## src/hw/rtl/mdbl_pkg.sv

```systemverilog
// ----------------------------------------------------------------------------
// mdbl_pkg: shared types and constants of the bus master link
// Operation, result kind and register index codes, the result record and
// the reset values of the configuration registers.
// ----------------------------------------------------------------------------
package mdbl_pkg;

  // Request operation codes
  typedef enum logic [2:0] {
    OP_CMD  = 3'd0,
    OP_DATA = 3'd1,
    OP_ACK  = 3'd2,
    OP_RET  = 3'd3,
    OP_NAK  = 3'd4,
    OP_RX   = 3'd5,
    OP_TICK = 3'd6
  } op_t;

  // Result kinds
  typedef enum logic [1:0] {
    KIND_TX      = 2'd0,
    KIND_RX      = 2'd1,
    KIND_TIMEOUT = 2'd2
  } kind_t;

  // Configuration register indexes
  typedef enum logic [1:0] {
    REG_TIMEOUT = 2'd0,
    REG_ACK     = 2'd1,
    REG_RET     = 2'd2,
    REG_NAK     = 2'd3
  } reg_idx_t;

  localparam int REG_IDX_W = 2;
  localparam int CFG_DATA_W = 16;

  // Reset values of the configuration registers
  localparam logic [15:0] TIMEOUT_RST = 16'd100;
  localparam logic [7:0]  ACK_RST     = 8'h00;
  localparam logic [7:0]  RET_RST     = 8'hAA;
  localparam logic [7:0]  NAK_RST     = 8'hFF;

  // Mode bit of a bus word, and the saturation value of the ms counter
  localparam int          MODE_BIT    = 8;
  localparam logic [15:0] ELAPSED_MAX = 16'hFFFF;

  // Result queue geometry
  localparam int FIFO_DEPTH = 4;
  localparam int PTR_W      = 2;
  localparam int CNT_W      = 3;

  // One result record
  typedef struct packed {
    kind_t      kind;
    logic [8:0] tx_word;
    logic [7:0] rx_byte;
    logic [5:0] rx_count;
    logic       response_end;
    logic       last;
  } res_t;

endpackage

```

## src/hw/rtl/mdbl_in_if.sv

```systemverilog
// ----------------------------------------------------------------------------
// mdbl_in_if: request channel of the bus master link
// Valid/ready channel carrying one link operation and its operands.
// ----------------------------------------------------------------------------
interface mdbl_in_if;
  logic       valid;
  logic       ready;
  logic [2:0] operation;
  logic [7:0] peripheral_address;
  logic [7:0] command_code;
  logic [7:0] data_byte;
  logic       last_byte;
  logic [8:0] received_word;

  modport source (
    output valid, operation, peripheral_address, command_code, data_byte,
           last_byte, received_word,
    input  ready
  );

  modport sink (
    input  valid, operation, peripheral_address, command_code, data_byte,
           last_byte, received_word,
    output ready
  );
endinterface

```

## src/hw/rtl/mdbl_out_if.sv

```systemverilog
// ----------------------------------------------------------------------------
// mdbl_out_if: result channel of the bus master link
// Valid/ready channel carrying transmit words, received bytes and timeouts.
// ----------------------------------------------------------------------------
interface mdbl_out_if;
  logic       valid;
  logic       ready;
  logic [1:0] kind;
  logic [8:0] tx_word;
  logic [7:0] rx_byte;
  logic [5:0] rx_count;
  logic       response_end;
  logic       last;

  modport source (
    output valid, kind, tx_word, rx_byte, rx_count, response_end, last,
    input  ready
  );

  modport sink (
    input  valid, kind, tx_word, rx_byte, rx_count, response_end, last,
    output ready
  );
endinterface

```

## src/hw/rtl/mdbl_cfg_if.sv

```systemverilog
// ----------------------------------------------------------------------------
// mdbl_cfg_if: configuration write channel of the bus master link
// Valid/ready channel carrying a register index and write data.
// ----------------------------------------------------------------------------
interface mdbl_cfg_if;
  logic        valid;
  logic        ready;
  logic [1:0]  reg_index;
  logic [15:0] wr_data;

  modport source (
    output valid, reg_index, wr_data,
    input  ready
  );

  modport sink (
    input  valid, reg_index, wr_data,
    output ready
  );
endinterface

```

## src/hw/rtl/mdb_bus_master_link.sv

```systemverilog
// ----------------------------------------------------------------------------
// mdb_bus_master_link: master side of a 9-bit multi-drop vending bus link
// Encodes outgoing commands with checksum, tracks the response and its
// millisecond timeout, and reports each word or event as a result.
// ----------------------------------------------------------------------------
// Usage:
//   in_ch   requests: command, data byte, ack, retransmit, nak, received
//           word, millisecond tick. A request is taken when valid and ready.
//   out_ch  results: transmit word, received byte or response timeout; the
//           final result of a request carries last.
//   cfg_ch  register writes (timeout, ack, retransmit and nak codes); ready
//           whenever out of reset, to be written only while the link is idle.
//   Each request is decoded in the cycle it is taken; its results (none, one
//   or two) go to a four-entry result queue, the first showing on out_ch in
//   the next cycle if nothing was queued. One request per cycle is taken while
//   the queue holds at most two results, so the rate is one request per
//   cycle when each gives one result and the receiver takes one a cycle;
//   requests that give two results are drained at one result per cycle.
//   When the receiver stalls, the queue fills and in_ch.ready drops.
//   Synchronous reset empties the queue, clears the link state and loads
//   the register defaults; in_ch.ready and cfg_ch.ready stay low while reset
//   is held, and requests may be sent in the cycle after reset.
// ----------------------------------------------------------------------------
module mdb_bus_master_link #(
  parameter int MAX_DATA_BYTES     = 34,
  parameter int MAX_RESPONSE_BYTES = 36
) (
  input  logic              clk,
  input  logic              rst_n,
  mdbl_in_if.sink           in_ch,
  mdbl_out_if.source        out_ch,
  mdbl_cfg_if.sink          cfg_ch
);

  localparam logic [5:0] MAX_DATA_C = 6'(MAX_DATA_BYTES);
  localparam logic [5:0] MAX_RESP_C = 6'(MAX_RESPONSE_BYTES);

  // Configuration registers
  logic [15:0] timeout_ms_r;
  logic [7:0]  ack_code_r;
  logic [7:0]  ret_code_r;
  logic [7:0]  nak_code_r;

  // Link state
  logic [7:0]  checksum_r, checksum_nxt;
  logic [5:0]  data_cnt_r, data_cnt_nxt;
  logic        awaiting_r, awaiting_nxt;
  logic [15:0] elapsed_r, elapsed_nxt;
  logic [5:0]  resp_cnt_r, resp_cnt_nxt;
  logic        resp_done_r, resp_done_nxt;

  // Result queue
  mdbl_pkg::res_t                    fifo_r [mdbl_pkg::FIFO_DEPTH];
  logic [mdbl_pkg::PTR_W-1:0]        wr_ptr_r, rd_ptr_r, wr_ptr_p1;
  logic [mdbl_pkg::CNT_W-1:0]        cnt_r, cnt_nxt;

  // Per-request decode
  mdbl_pkg::res_t res_a, res_b;
  logic [1:0]     n_res;
  logic           in_acc, out_acc;
  logic [7:0]     cmd_byte;
  logic [7:0]     sum_upd;
  logic           send_data;
  logic [5:0]     resp_cnt_inc;
  logic           resp_end;
  logic [15:0]    elapsed_inc;

  assign in_ch.ready  = rst_n & (cnt_r <= mdbl_pkg::CNT_W'(2));
  assign cfg_ch.ready = rst_n;
  assign in_acc       = in_ch.valid & in_ch.ready;
  assign out_acc      = out_ch.valid & out_ch.ready;

  assign cmd_byte     = in_ch.peripheral_address | in_ch.command_code;
  assign send_data    = (data_cnt_r < MAX_DATA_C);
  assign sum_upd      = send_data ? (checksum_r + in_ch.data_byte) : checksum_r;
  assign resp_cnt_inc = resp_cnt_r + 6'd1;
  assign resp_end     = in_ch.received_word[mdbl_pkg::MODE_BIT] |
                        (resp_cnt_inc >= MAX_RESP_C);
  assign elapsed_inc  = (elapsed_r != mdbl_pkg::ELAPSED_MAX) ?
                        (elapsed_r + 16'd1) : elapsed_r;

  // Decode the request into state updates and up to two results
  always_comb begin
    checksum_nxt  = checksum_r;
    data_cnt_nxt  = data_cnt_r;
    awaiting_nxt  = awaiting_r;
    elapsed_nxt   = elapsed_r;
    resp_cnt_nxt  = resp_cnt_r;
    resp_done_nxt = resp_done_r;
    res_a         = '0;
    res_b         = '0;
    n_res         = 2'd0;

    unique case (mdbl_pkg::op_t'(in_ch.operation))
      mdbl_pkg::OP_CMD: begin
        res_a.kind    = mdbl_pkg::KIND_TX;
        res_a.tx_word = {1'b1, cmd_byte};
        checksum_nxt  = cmd_byte;
        data_cnt_nxt  = 6'd0;
        n_res         = 2'd1;
        if (in_ch.last_byte) begin
          res_b.kind    = mdbl_pkg::KIND_TX;
          res_b.tx_word = {1'b0, cmd_byte};
          n_res         = 2'd2;
        end
      end
      mdbl_pkg::OP_DATA: begin
        checksum_nxt = sum_upd;
        if (send_data) begin
          data_cnt_nxt = data_cnt_r + 6'd1;
          res_a.kind    = mdbl_pkg::KIND_TX;
          res_a.tx_word = {1'b0, in_ch.data_byte};
          if (in_ch.last_byte) begin
            res_b.kind    = mdbl_pkg::KIND_TX;
            res_b.tx_word = {1'b0, sum_upd};
            n_res         = 2'd2;
          end else begin
            n_res = 2'd1;
          end
        end else if (in_ch.last_byte) begin
          res_a.kind    = mdbl_pkg::KIND_TX;
          res_a.tx_word = {1'b0, sum_upd};
          n_res         = 2'd1;
        end
      end
      mdbl_pkg::OP_ACK: begin
        res_a.kind    = mdbl_pkg::KIND_TX;
        res_a.tx_word = {1'b0, ack_code_r};
        n_res         = 2'd1;
      end
      mdbl_pkg::OP_RET: begin
        res_a.kind    = mdbl_pkg::KIND_TX;
        res_a.tx_word = {1'b0, ret_code_r};
        n_res         = 2'd1;
      end
      mdbl_pkg::OP_NAK: begin
        res_a.kind    = mdbl_pkg::KIND_TX;
        res_a.tx_word = {1'b0, nak_code_r};
        n_res         = 2'd1;
      end
      mdbl_pkg::OP_RX: begin
        if (!resp_done_r) begin
          resp_cnt_nxt       = resp_cnt_inc;
          resp_done_nxt      = resp_end;
          awaiting_nxt       = 1'b0;
          res_a.kind         = mdbl_pkg::KIND_RX;
          res_a.rx_byte      = in_ch.received_word[7:0];
          res_a.rx_count     = resp_cnt_inc;
          res_a.response_end = resp_end;
          n_res              = 2'd1;
        end
      end
      mdbl_pkg::OP_TICK: begin
        if (awaiting_r) begin
          elapsed_nxt = elapsed_inc;
          if ((elapsed_inc > timeout_ms_r) && (resp_cnt_r == 6'd0)) begin
            awaiting_nxt   = 1'b0;
            res_a.kind     = mdbl_pkg::KIND_TIMEOUT;
            res_a.rx_count = resp_cnt_r;
            n_res          = 2'd1;
          end
        end
      end
      default: begin
        n_res = 2'd0;
      end
    endcase

    // Message end: arm the response wait
    if (in_ch.last_byte && ((mdbl_pkg::op_t'(in_ch.operation) == mdbl_pkg::OP_CMD) ||
                            (mdbl_pkg::op_t'(in_ch.operation) == mdbl_pkg::OP_DATA))) begin
      awaiting_nxt  = 1'b1;
      elapsed_nxt   = 16'd0;
      resp_cnt_nxt  = 6'd0;
      resp_done_nxt = 1'b0;
    end

    // Mark the final result of the request
    res_a.last = (n_res == 2'd1);
    res_b.last = 1'b1;
  end

  // Hold configuration registers
  always_ff @(posedge clk) begin
    if (!rst_n) begin
      timeout_ms_r <= mdbl_pkg::TIMEOUT_RST;
      ack_code_r   <= mdbl_pkg::ACK_RST;
      ret_code_r   <= mdbl_pkg::RET_RST;
      nak_code_r   <= mdbl_pkg::NAK_RST;
    end else if (cfg_ch.valid && cfg_ch.ready) begin
      unique case (mdbl_pkg::reg_idx_t'(cfg_ch.reg_index))
        mdbl_pkg::REG_TIMEOUT: timeout_ms_r <= cfg_ch.wr_data;
        mdbl_pkg::REG_ACK:     ack_code_r   <= cfg_ch.wr_data[7:0];
        mdbl_pkg::REG_RET:     ret_code_r   <= cfg_ch.wr_data[7:0];
        mdbl_pkg::REG_NAK:     nak_code_r   <= cfg_ch.wr_data[7:0];
        default:               timeout_ms_r <= timeout_ms_r;
      endcase
    end
  end

  // Advance link state on each taken request
  always_ff @(posedge clk) begin
    if (!rst_n) begin
      checksum_r  <= 8'd0;
      data_cnt_r  <= 6'd0;
      awaiting_r  <= 1'b0;
      elapsed_r   <= 16'd0;
      resp_cnt_r  <= 6'd0;
      resp_done_r <= 1'b0;
    end else if (in_acc) begin
      checksum_r  <= checksum_nxt;
      data_cnt_r  <= data_cnt_nxt;
      awaiting_r  <= awaiting_nxt;
      elapsed_r   <= elapsed_nxt;
      resp_cnt_r  <= resp_cnt_nxt;
      resp_done_r <= resp_done_nxt;
    end
  end

  // Result queue: push up to two, pop one
  assign wr_ptr_p1 = wr_ptr_r + mdbl_pkg::PTR_W'(1);

  always_comb begin
    cnt_nxt = cnt_r;
    if (in_acc) begin
      cnt_nxt = cnt_nxt + mdbl_pkg::CNT_W'(n_res);
    end
    if (out_acc) begin
      cnt_nxt = cnt_nxt - mdbl_pkg::CNT_W'(1);
    end
  end

  always_ff @(posedge clk) begin
    if (in_acc && (n_res != 2'd0)) begin
      fifo_r[wr_ptr_r] <= res_a;
    end
    if (in_acc && (n_res == 2'd2)) begin
      fifo_r[wr_ptr_p1] <= res_b;
    end
  end

  always_ff @(posedge clk) begin
    if (!rst_n) begin
      wr_ptr_r <= '0;
      rd_ptr_r <= '0;
      cnt_r    <= '0;
    end else begin
      if (in_acc) begin
        wr_ptr_r <= wr_ptr_r + mdbl_pkg::PTR_W'(n_res);
      end
      if (out_acc) begin
        rd_ptr_r <= rd_ptr_r + mdbl_pkg::PTR_W'(1);
      end
      cnt_r <= cnt_nxt;
    end
  end

  // Drive the result channel from the queue head
  assign out_ch.valid        = (cnt_r != '0);
  assign out_ch.kind         = fifo_r[rd_ptr_r].kind;
  assign out_ch.tx_word      = fifo_r[rd_ptr_r].tx_word;
  assign out_ch.rx_byte      = fifo_r[rd_ptr_r].rx_byte;
  assign out_ch.rx_count     = fifo_r[rd_ptr_r].rx_count;
  assign out_ch.response_end = fifo_r[rd_ptr_r].response_end;
  assign out_ch.last         = fifo_r[rd_ptr_r].last;

`ifndef SYNTHESIS
  a_fifo_bound: assert property (@(posedge clk) disable iff (!rst_n)
    cnt_r <= mdbl_pkg::CNT_W'(mdbl_pkg::FIFO_DEPTH))
    else $error("result queue overflow");

  a_done_not_waiting: assert property (@(posedge clk) disable iff (!rst_n)
    resp_done_r |-> !awaiting_r)
    else $error("response ended while still waiting");

  a_data_cnt_bound: assert property (@(posedge clk) disable iff (!rst_n)
    data_cnt_r <= MAX_DATA_C)
    else $error("data byte count past limit");

  a_resp_cnt_bound: assert property (@(posedge clk) disable iff (!rst_n)
    resp_cnt_r <= MAX_RESP_C)
    else $error("response count past limit");
`endif

endmodule
```

## src/flat_wrapper.sv

```systemverilog
// flat-port wrapper written by rule: the top's interface ports become plain ports
module mdb_bus_master_link_flat 
#(
  parameter int MAX_DATA_BYTES     = 34,
  parameter int MAX_RESPONSE_BYTES = 36
)
  (clk, rst_n, in_ch_valid, in_ch_operation, in_ch_peripheral_address, in_ch_command_code, in_ch_data_byte, in_ch_last_byte, in_ch_received_word, in_ch_ready, out_ch_valid, out_ch_kind, out_ch_tx_word, out_ch_rx_byte, out_ch_rx_count, out_ch_response_end, out_ch_last, out_ch_ready, cfg_ch_valid, cfg_ch_reg_index, cfg_ch_wr_data, cfg_ch_ready);
  mdbl_in_if in_ch_i ();
  mdbl_out_if out_ch_i ();
  mdbl_cfg_if cfg_ch_i ();
  input  logic clk;
  input  logic rst_n;
  input wire logic [$bits(in_ch_i.valid)-1:0] in_ch_valid;
  input wire logic [$bits(in_ch_i.operation)-1:0] in_ch_operation;
  input wire logic [$bits(in_ch_i.peripheral_address)-1:0] in_ch_peripheral_address;
  input wire logic [$bits(in_ch_i.command_code)-1:0] in_ch_command_code;
  input wire logic [$bits(in_ch_i.data_byte)-1:0] in_ch_data_byte;
  input wire logic [$bits(in_ch_i.last_byte)-1:0] in_ch_last_byte;
  input wire logic [$bits(in_ch_i.received_word)-1:0] in_ch_received_word;
  output wire logic [$bits(in_ch_i.ready)-1:0] in_ch_ready;
  output wire logic [$bits(out_ch_i.valid)-1:0] out_ch_valid;
  output wire logic [$bits(out_ch_i.kind)-1:0] out_ch_kind;
  output wire logic [$bits(out_ch_i.tx_word)-1:0] out_ch_tx_word;
  output wire logic [$bits(out_ch_i.rx_byte)-1:0] out_ch_rx_byte;
  output wire logic [$bits(out_ch_i.rx_count)-1:0] out_ch_rx_count;
  output wire logic [$bits(out_ch_i.response_end)-1:0] out_ch_response_end;
  output wire logic [$bits(out_ch_i.last)-1:0] out_ch_last;
  input wire logic [$bits(out_ch_i.ready)-1:0] out_ch_ready;
  input wire logic [$bits(cfg_ch_i.valid)-1:0] cfg_ch_valid;
  input wire logic [$bits(cfg_ch_i.reg_index)-1:0] cfg_ch_reg_index;
  input wire logic [$bits(cfg_ch_i.wr_data)-1:0] cfg_ch_wr_data;
  output wire logic [$bits(cfg_ch_i.ready)-1:0] cfg_ch_ready;
  assign in_ch_i.valid = in_ch_valid;
  assign in_ch_i.operation = in_ch_operation;
  assign in_ch_i.peripheral_address = in_ch_peripheral_address;
  assign in_ch_i.command_code = in_ch_command_code;
  assign in_ch_i.data_byte = in_ch_data_byte;
  assign in_ch_i.last_byte = in_ch_last_byte;
  assign in_ch_i.received_word = in_ch_received_word;
  assign in_ch_ready = in_ch_i.ready;
  assign out_ch_valid = out_ch_i.valid;
  assign out_ch_kind = out_ch_i.kind;
  assign out_ch_tx_word = out_ch_i.tx_word;
  assign out_ch_rx_byte = out_ch_i.rx_byte;
  assign out_ch_rx_count = out_ch_i.rx_count;
  assign out_ch_response_end = out_ch_i.response_end;
  assign out_ch_last = out_ch_i.last;
  assign out_ch_i.ready = out_ch_ready;
  assign cfg_ch_i.valid = cfg_ch_valid;
  assign cfg_ch_i.reg_index = cfg_ch_reg_index;
  assign cfg_ch_i.wr_data = cfg_ch_wr_data;
  assign cfg_ch_ready = cfg_ch_i.ready;
  mdb_bus_master_link #(.MAX_DATA_BYTES(MAX_DATA_BYTES), .MAX_RESPONSE_BYTES(MAX_RESPONSE_BYTES)) u_core (.clk(clk), .rst_n(rst_n), .in_ch(in_ch_i), .out_ch(out_ch_i), .cfg_ch(cfg_ch_i));
endmodule
```

## config.mk

```make
export PLATFORM = sky130hd
export DESIGN_NAME = mdb_bus_master_link_flat
export DESIGN_NICKNAME = d
export VERILOG_FILES = /design/src/hw/rtl/mdbl_pkg.sv /design/src/hw/rtl/mdbl_in_if.sv /design/src/hw/rtl/mdbl_out_if.sv /design/src/hw/rtl/mdbl_cfg_if.sv /design/src/hw/rtl/mdb_bus_master_link.sv /design/src/flat_wrapper.sv
export SDC_FILE = /design/constraint.sdc
export NUM_CORES = 1
export LEC_CHECK = 0
export ABC_AREA = 1
export BUFFER_PORTS_ARGS = -buffer_cell sky130_fd_sc_hd__buf_2
export CORE_ASPECT_RATIO = 0.6
export CORE_UTILIZATION = 45
export DETAILED_ROUTE_END_ITERATION = 16
export PLACE_DENSITY = 0.7
export SYNTH_ARGS = -nofsm -noshare
export SYNTH_HDL_FRONTEND = slang
export SYNTH_SLANG_ARGS = --single-unit
```

## constraint.sdc

```tcl
create_clock -name clk -period 4.7 [get_ports clk]
set_clock_uncertainty 0.15 [all_clocks]
set_input_delay 0.235 -clock clk [delete_from_list [all_inputs] [get_ports clk]]
set_output_delay 0.235 -clock clk [all_outputs]
set_load 0.005 [all_outputs]
```

==> metrics, run 1 <==
outcome=complete, no violations; cell area after layout=0.0123 mm2; total number of vias=10,647; Required @ worst endpoint=4.90 ns; met2 Use GR=0.375; largest net degree at the start of global routing=56; Post-Synth Adder-Cell Area=0.0398; # IOs=90; Hold Fails Final Rpt=0; DP HPWL=21.8 mm; area delta synth->final=14.9%; 1st-iter DRT viols=1,277; XOR/XNOR Fraction of Synth Area=0.0114; Pins Over Slew Limit=0; Crit-path slowest cell=fa_1; DP Worst Slack=0.258 ns; Post-synth EDFFs=32; sequential area share after synthesis=0.393; TNS Setup=0 ns; Hold Slack=0.0753 ns; Post-layout nets=1,736; Synth Area in Compound Gates=0.170; worst min path class=in2reg; grt ovf=0; first-pass GRT wire length=50.3 mm; Max clock buf depth=2; die area=0.0245 mm2; Initial Utilization=0.462; largest family of logic cells by synthesized area=simple AND/OR/NAND/NOR gates; Mean Syn Cell Area=6.86 um2; top cell type's share of synthesized area=0.304; Pwr Density=409 mW/mm2; critical path arrival=4.50 ns; RSZ-0062 raised after global routing=no; Final WS setup=0.394 ns; cell taking the most area after synthesis=dfxtp_1; Die Wd=201 um; Diodes inserted=0; Worst Setup Path Type=reg2reg; yosys warns=0; Peak supply drop=0.297 mV; Post-Layout Cell Count=1,971; fin crit period=4.31 ns; Lkg Pwr=6.07 nW; layout cells sized above 1=0.109; total wire length=31.7 mm; busiest grt layer=met1; total power=5.05 mW; top-count cell post-synth=nand2_1; GRT met3 Usage=0.0439; CP max stage delay=0.43 ns; Main synth FF type=dfxtp_1; drt pass-1 iters=6; synthesized flop and latch total=195; worst rel slew slack=0.244; startpoint types=flip-flop; Max Fclk=0.232 GHz; Num CTS Buffers=17; largest cells by area after synthesis=dfxtp_1 30%, nand2_1 14%, edfxtp_1 8.9%, a21oi_1 7.5%, inv_1 6.3%; initial antenna violation count=0; die height=122 um; Post-synth ARST share=0; # setup viols final=0; DRC viols=0; M1 GR Usage=0.396; Post-Synthesis Cells=1,566; TritonCTS clock tree=built; Worst-Margin Slew=1.13 ns; clock-pin slew on the worst setup and hold paths=0.07 ns; Util after Layout=0.531; vias in the first global route=9,273; GRT Overall Usage=0.258; Netlist cell types=50; Cells after DPL=1,914; PortBufs=89; Placer Congestion=0.924; CP endpoint kind=flip-flop; Crit Path Max Fanout=6; Simple-Gate Fraction of Synth Area=0.285; Final ANT Viol Nets=0; most frequent CP cell=nand2_1; Area after DPL=0.0114 mm2; wire length per cell=16.1 um; Vias per Instance=5.40; # rows=43; multiplexer area fraction after synthesis=0; cell area after synthesis=0.0107 mm2; later-pin clock latency in the skew report=0.45 ns; H-tree depth=4; period utilisation layout=0.916; Core Region=0.0232 mm2; clock sinks=195; syn nets=1,659; Root Buffer=clkbuf_16; R2R Setup Slk=0.39 ns; synth cell count leaders=390 x nand2_1, 179 x inv_1, 178 x nor2_1; # Max-Cap Violations=0
[critical path, delay by kind of cell (launching register included)]
kind	cells	cell delay, ns
AOI/OAI and AO/OA	1	0.16
and+or+nand+nor	17	1.63
adders and majority gates	5	1.43
xor gates and xnor gates	1	0.15
DFF	1	0.36
buffers and inverters	4	0.34
[layout make-up]
type	count	area, um2
clock inverters	13	215
flip-flops and latches	195	4230
multi-input cells	1102	5450
inverters	189	709
clock buffers	19	475
fillers	2302	10900
repair buffers	138	873
well taps	315	394
[layout by cell type (no fill, tap or decap), types with 5 or more instances in the layout]
cell type      count
nand4_1           59
nand3_1           55
xor2_1            10
nor2_1           177
ha_1              31
nand3_2            5
buf_2             89
bufinv_16          5
nor2_2             6
buf_4             25
dfxtp_1          161
clkbuf_16         19
nand2_1          390
a211oi_1           7
edfxtp_1          32
o21ai_1            9
a31oi_1            5
dlygate4sd3_1     24
a21oi_1          160
o211ai_1           7
inv_1            178
o22ai_1           19
inv_2              9
o21ai_0          108
nor3_1            14
[power by group]
part           leakage (nW)  switching [mW]  internal, mW  total (mW)
Clock                 0.337           0.695          1.02        1.71
Combinational          4.12           0.766         0.472        1.24
Sequential             1.62           0.129          1.97        2.10
[worst paths after layout]
| kind | from | to | depth (start not counted) |
|---|---|---|---|
| worst max-delay path | u_core.elapsed_r[0] | u_core.cnt_r[1] | 28 |
| worst min-delay path | cfg_ch_reg_index[1] | u_core.timeout_ms_r[2] | 3 |
| worst max register to register | u_core.elapsed_r[0] | u_core.cnt_r[1] | 28 |
| worst min register to register | u_core.ret_code_r[6] | u_core.ret_code_r[6] | 2 |
[flip-flops by register name, indices dropped and copies added (netlist names), named ones only]
register and count:
u_core.awaiting_r 1, u_core.data_cnt_r 6, u_core.checksum_r 8, u_core.ack_code_r 8, u_core.resp_done_r 1, u_core.rd_ptr_r 2, u_core.wr_ptr_r 2, u_core.cnt_r 3
u_core.ret_code_r 8, u_core.fifo_r 108, u_core.resp_cnt_r 6, u_core.timeout_ms_r 16, u_core.nak_code_r 8, u_core.elapsed_r 16
[routing by layer]
| layer | up-vias | part of all wire |
|---|---|---|
| met5 | - | 0 |
| met4 | 0 | 0.011 |
| met2 | 473 | 0.41 |
| li1 | 5286 | - |
| met3 | 32 | 0.093 |
| met1 | 4856 | 0.49 |
[what timing repair did]
item,in CTS,in global routing
endpoints found under the hold margin,54,0
hold buffers,24,0
resized for setup,0,6
setup endpoints to repair,0,2
buffers inserted,0,1
[cell families after synthesis]
family	count (synthesis)
AO/OA/AOI/OAI	336
XOR/XNOR	14
adder cells (fa/ha/maj)	33
buffers and inverters	269
flip-flops	195
AND/OR/NAND/NOR	719
No activity file was read; power rests on OpenSTA's default activity.
==> inputs of run 2 (changes only) <==
--- a/config.mk
+++ b/config.mk
@@ -7,10 +7,12 @@
 export LEC_CHECK = 0
 export ABC_AREA = 1
 export BUFFER_PORTS_ARGS = -buffer_cell sky130_fd_sc_hd__buf_2
+export CELL_PAD_IN_SITES_DETAIL_PLACEMENT = 0
+export CELL_PAD_IN_SITES_GLOBAL_PLACEMENT = 1
 export CORE_ASPECT_RATIO = 0.6
-export CORE_UTILIZATION = 45
+export CORE_UTILIZATION = 44
 export DETAILED_ROUTE_END_ITERATION = 16
-export PLACE_DENSITY = 0.7
+export PLACE_DENSITY = 0.88
 export SYNTH_ARGS = -nofsm -noshare
 export SYNTH_HDL_FRONTEND = slang
 export SYNTH_SLANG_ARGS = --single-unit
==> metrics, run 2 (same netlist as run 1, synthesis figures left out) <==
Vias per Instance=5.33 (was 5.40); Pwr Density=400 mW/mm2 (was 409 mW/mm2); Diodes inserted=0 (unchanged); worst r2r src=u_core.elapsed_r[5] (was u_core.elapsed_r[0]); Lkg Pwr=6.05 nW (was 6.07 nW); Hold Fails Final Rpt=0 (unchanged); Worst Setup Path Type=reg2reg (unchanged); total power=4.93 mW (was 5.05 mW); Post-layout nets=1,736 (unchanged); outcome=complete, no violations (unchanged); area delta synth->final=14.5% (was 14.9%); Die Wd=204 um (was 201 um); layout cells sized above 1=0.109 (unchanged); Final ANT Viol Nets=0 (unchanged); period utilisation layout=0.927 (was 0.916); most common cell after layout, fill and taps aside=nand2_1 (unchanged); Final WS setup=0.341 ns (was 0.394 ns); grt ovf=0 (unchanged); Required @ worst endpoint=4.88 ns (was 4.90 ns); Hold Slack=0.0840 ns (was 0.0753 ns); initial antenna violation count=0 (unchanged); Initial Utilization=0.457 (was 0.462); Max Fclk=0.229 GHz (was 0.232 GHz); postcts setup bufs=0 (unchanged); # IOs=90 (unchanged); GRT met3 Usage=0.0548 (was 0.0439); fill cell count=2,322 (was 2,302); Hold Path End=u_core.fifo_r[3][12] (was u_core.timeout_ms_r[2]); hold path depth=5 (was 3); critical path arrival=4.54 ns (was 4.50 ns); worst hold start=in_ch_received_word[4] (was cfg_ch_reg_index[1]); Cells after DPL=1,915 (was 1,914); H-tree depth=4 (unchanged); # setup viols final=0 (unchanged); met2 Use GR=0.364 (was 0.375); Placer Congestion=0.924 (about the same); die height=123 um (was 122 um); vias in the first global route=9,303 (was 9,273); clock-pin slew on the worst setup and hold paths=0.07 ns (about the same); first-pass GRT wire length=51.3 mm (was 50.3 mm); CP endpoint kind=flip-flop (unchanged); TNS Setup=0 ns (unchanged); Worst-Margin Slew=1.19 ns (was 1.13 ns); Util after Layout=0.523 (was 0.531); Pins Over Slew Limit=0 (unchanged); TritonCTS clock tree=built (unchanged); Max clock buf depth=2 (unchanged); worst min path class=in2reg (unchanged); PortBufs=89 (unchanged); R2R Setup Slk=0.34 ns (was 0.39 ns); # Max-Cap Violations=0 (unchanged); Crit Path Max Fanout=7 (was 6); cell area after layout=0.0123 mm2 (about the same); Num CTS Buffers=17 (unchanged); fin crit period=4.36 ns (was 4.31 ns); Area after DPL=0.0114 mm2 (about the same); total number of vias=10,504 (was 10,647); # rows=43 (unchanged); DP HPWL=22.1 mm (was 21.8 mm); Worst Setup SP=u_core.elapsed_r[5] (was u_core.elapsed_r[0]); Post-Layout Cell Count=1,971 (unchanged); commonest non-fill, non-tap cells in the layout=390 x nand2_1, 178 x inv_1, 175 x nor2_1 (was 390 x nand2_1, 178 x inv_1, 177 x nor2_1); M1 GR Usage=0.412 (was 0.396); FF-to-FF path depth=23 (was 28); Peak supply drop=0.260 mV (was 0.297 mV); max FFs per register=108 (unchanged); DP Worst Slack=0.408 ns (was 0.258 ns); largest net degree at the start of global routing=56 (unchanged); wire length per cell=16.5 um (was 16.1 um); biggest regs=u_core.fifo_r x108, u_core.elapsed_r x16, u_core.timeout_ms_r x16 (unchanged); 1st-iter DRT viols=1,214 (was 1,277); busiest grt layer=met1 (unchanged); Core Region=0.0235 mm2 (was 0.0232 mm2); R2R Path End=u_core.cnt_r[2] (was u_core.cnt_r[1]); clock sinks=195 (unchanged); Root Buffer=clkbuf_16 (unchanged); GRT Overall Usage=0.265 (was 0.258); later-pin clock latency in the skew report=0.45 ns (about the same); Top reg by flops=u_core.fifo_r (unchanged); drt pass-1 iters=5 (was 6); die area=0.0251 mm2 (was 0.0245 mm2); total wire length=32.5 mm (was 31.7 mm); worst rel slew slack=0.206 (was 0.244); DRC viols=0 (unchanged); startpoint types=flip-flop (unchanged)
## run 2: what timing repair did
action,4_1_cts,5_1_grt
hold endpoints to repair,52,0
endpoints found under the setup margin,0,3
hold buffers,24,0
resized for setup,0,6
## run 2: power breakdown
part	switching, mW	internal (mW)
clock network	0.679	0.897
registers	0.135	1.97
logic	0.774	0.471
total	1.59	3.34
## run 2: worst max-delay path by stage
stage	to	slack, ns	cells past startpoint
floorplan	u_core.cnt_r[1]	0.57	27
global placement	u_core.cnt_r[1]	0.48	27
detailed placement	u_core.cnt_r[1]	0.41	28
CTS	u_core.cnt_r[1]	0.32	28
global route	u_core.cnt_r[2]	-0.002	28
finish	u_core.cnt_r[2]	0.34	23
## run 2: routing by layer
layer  part of all wire  routed length (um)  vias up
li1                   -                   -     5296
met1               0.50               16300     4742
met2               0.39               12700      433
met5                  0                   0        -
met4              0.012                 388        0
met3              0.093                3030       33
## run 2: critical path: stages, from the launching register on
cell and delay (ns):
dfxtp_1 0.38, nand4_1 0.28, nand3b_1 0.30, nor2_1 0.12, inv_1 0.08, o31ai_1 0.19, inv_1 0.09, ha_1 0.30
nand2_1 0.09, nor2_1 0.19, nand2_1 0.10, nor2_1 0.17, nand2_1 0.10, nand4_1 0.13, nand3_2 0.12, nand2_4 0.14
ha_1 0.16, inv_1 0.04, fa_1 0.43, nand2_1 0.07, o21ai_0 0.13, ha_1 0.26, a21oi_1 0.16, nor2_1 0.07
## run 2: area by class of cell
cell class	instances	area, um2	share of cell area
Clock buffer	24	523	0.0425
Sequential cell	195	4220	0.343
Clock inverter	8	114	0.00926
Tap cell	315	394	0.0320
Multi-Input combinational cell	1102	5460	0.444
Timing Repair Buffer	138	873	0.0710
Inverter	189	709	0.0577
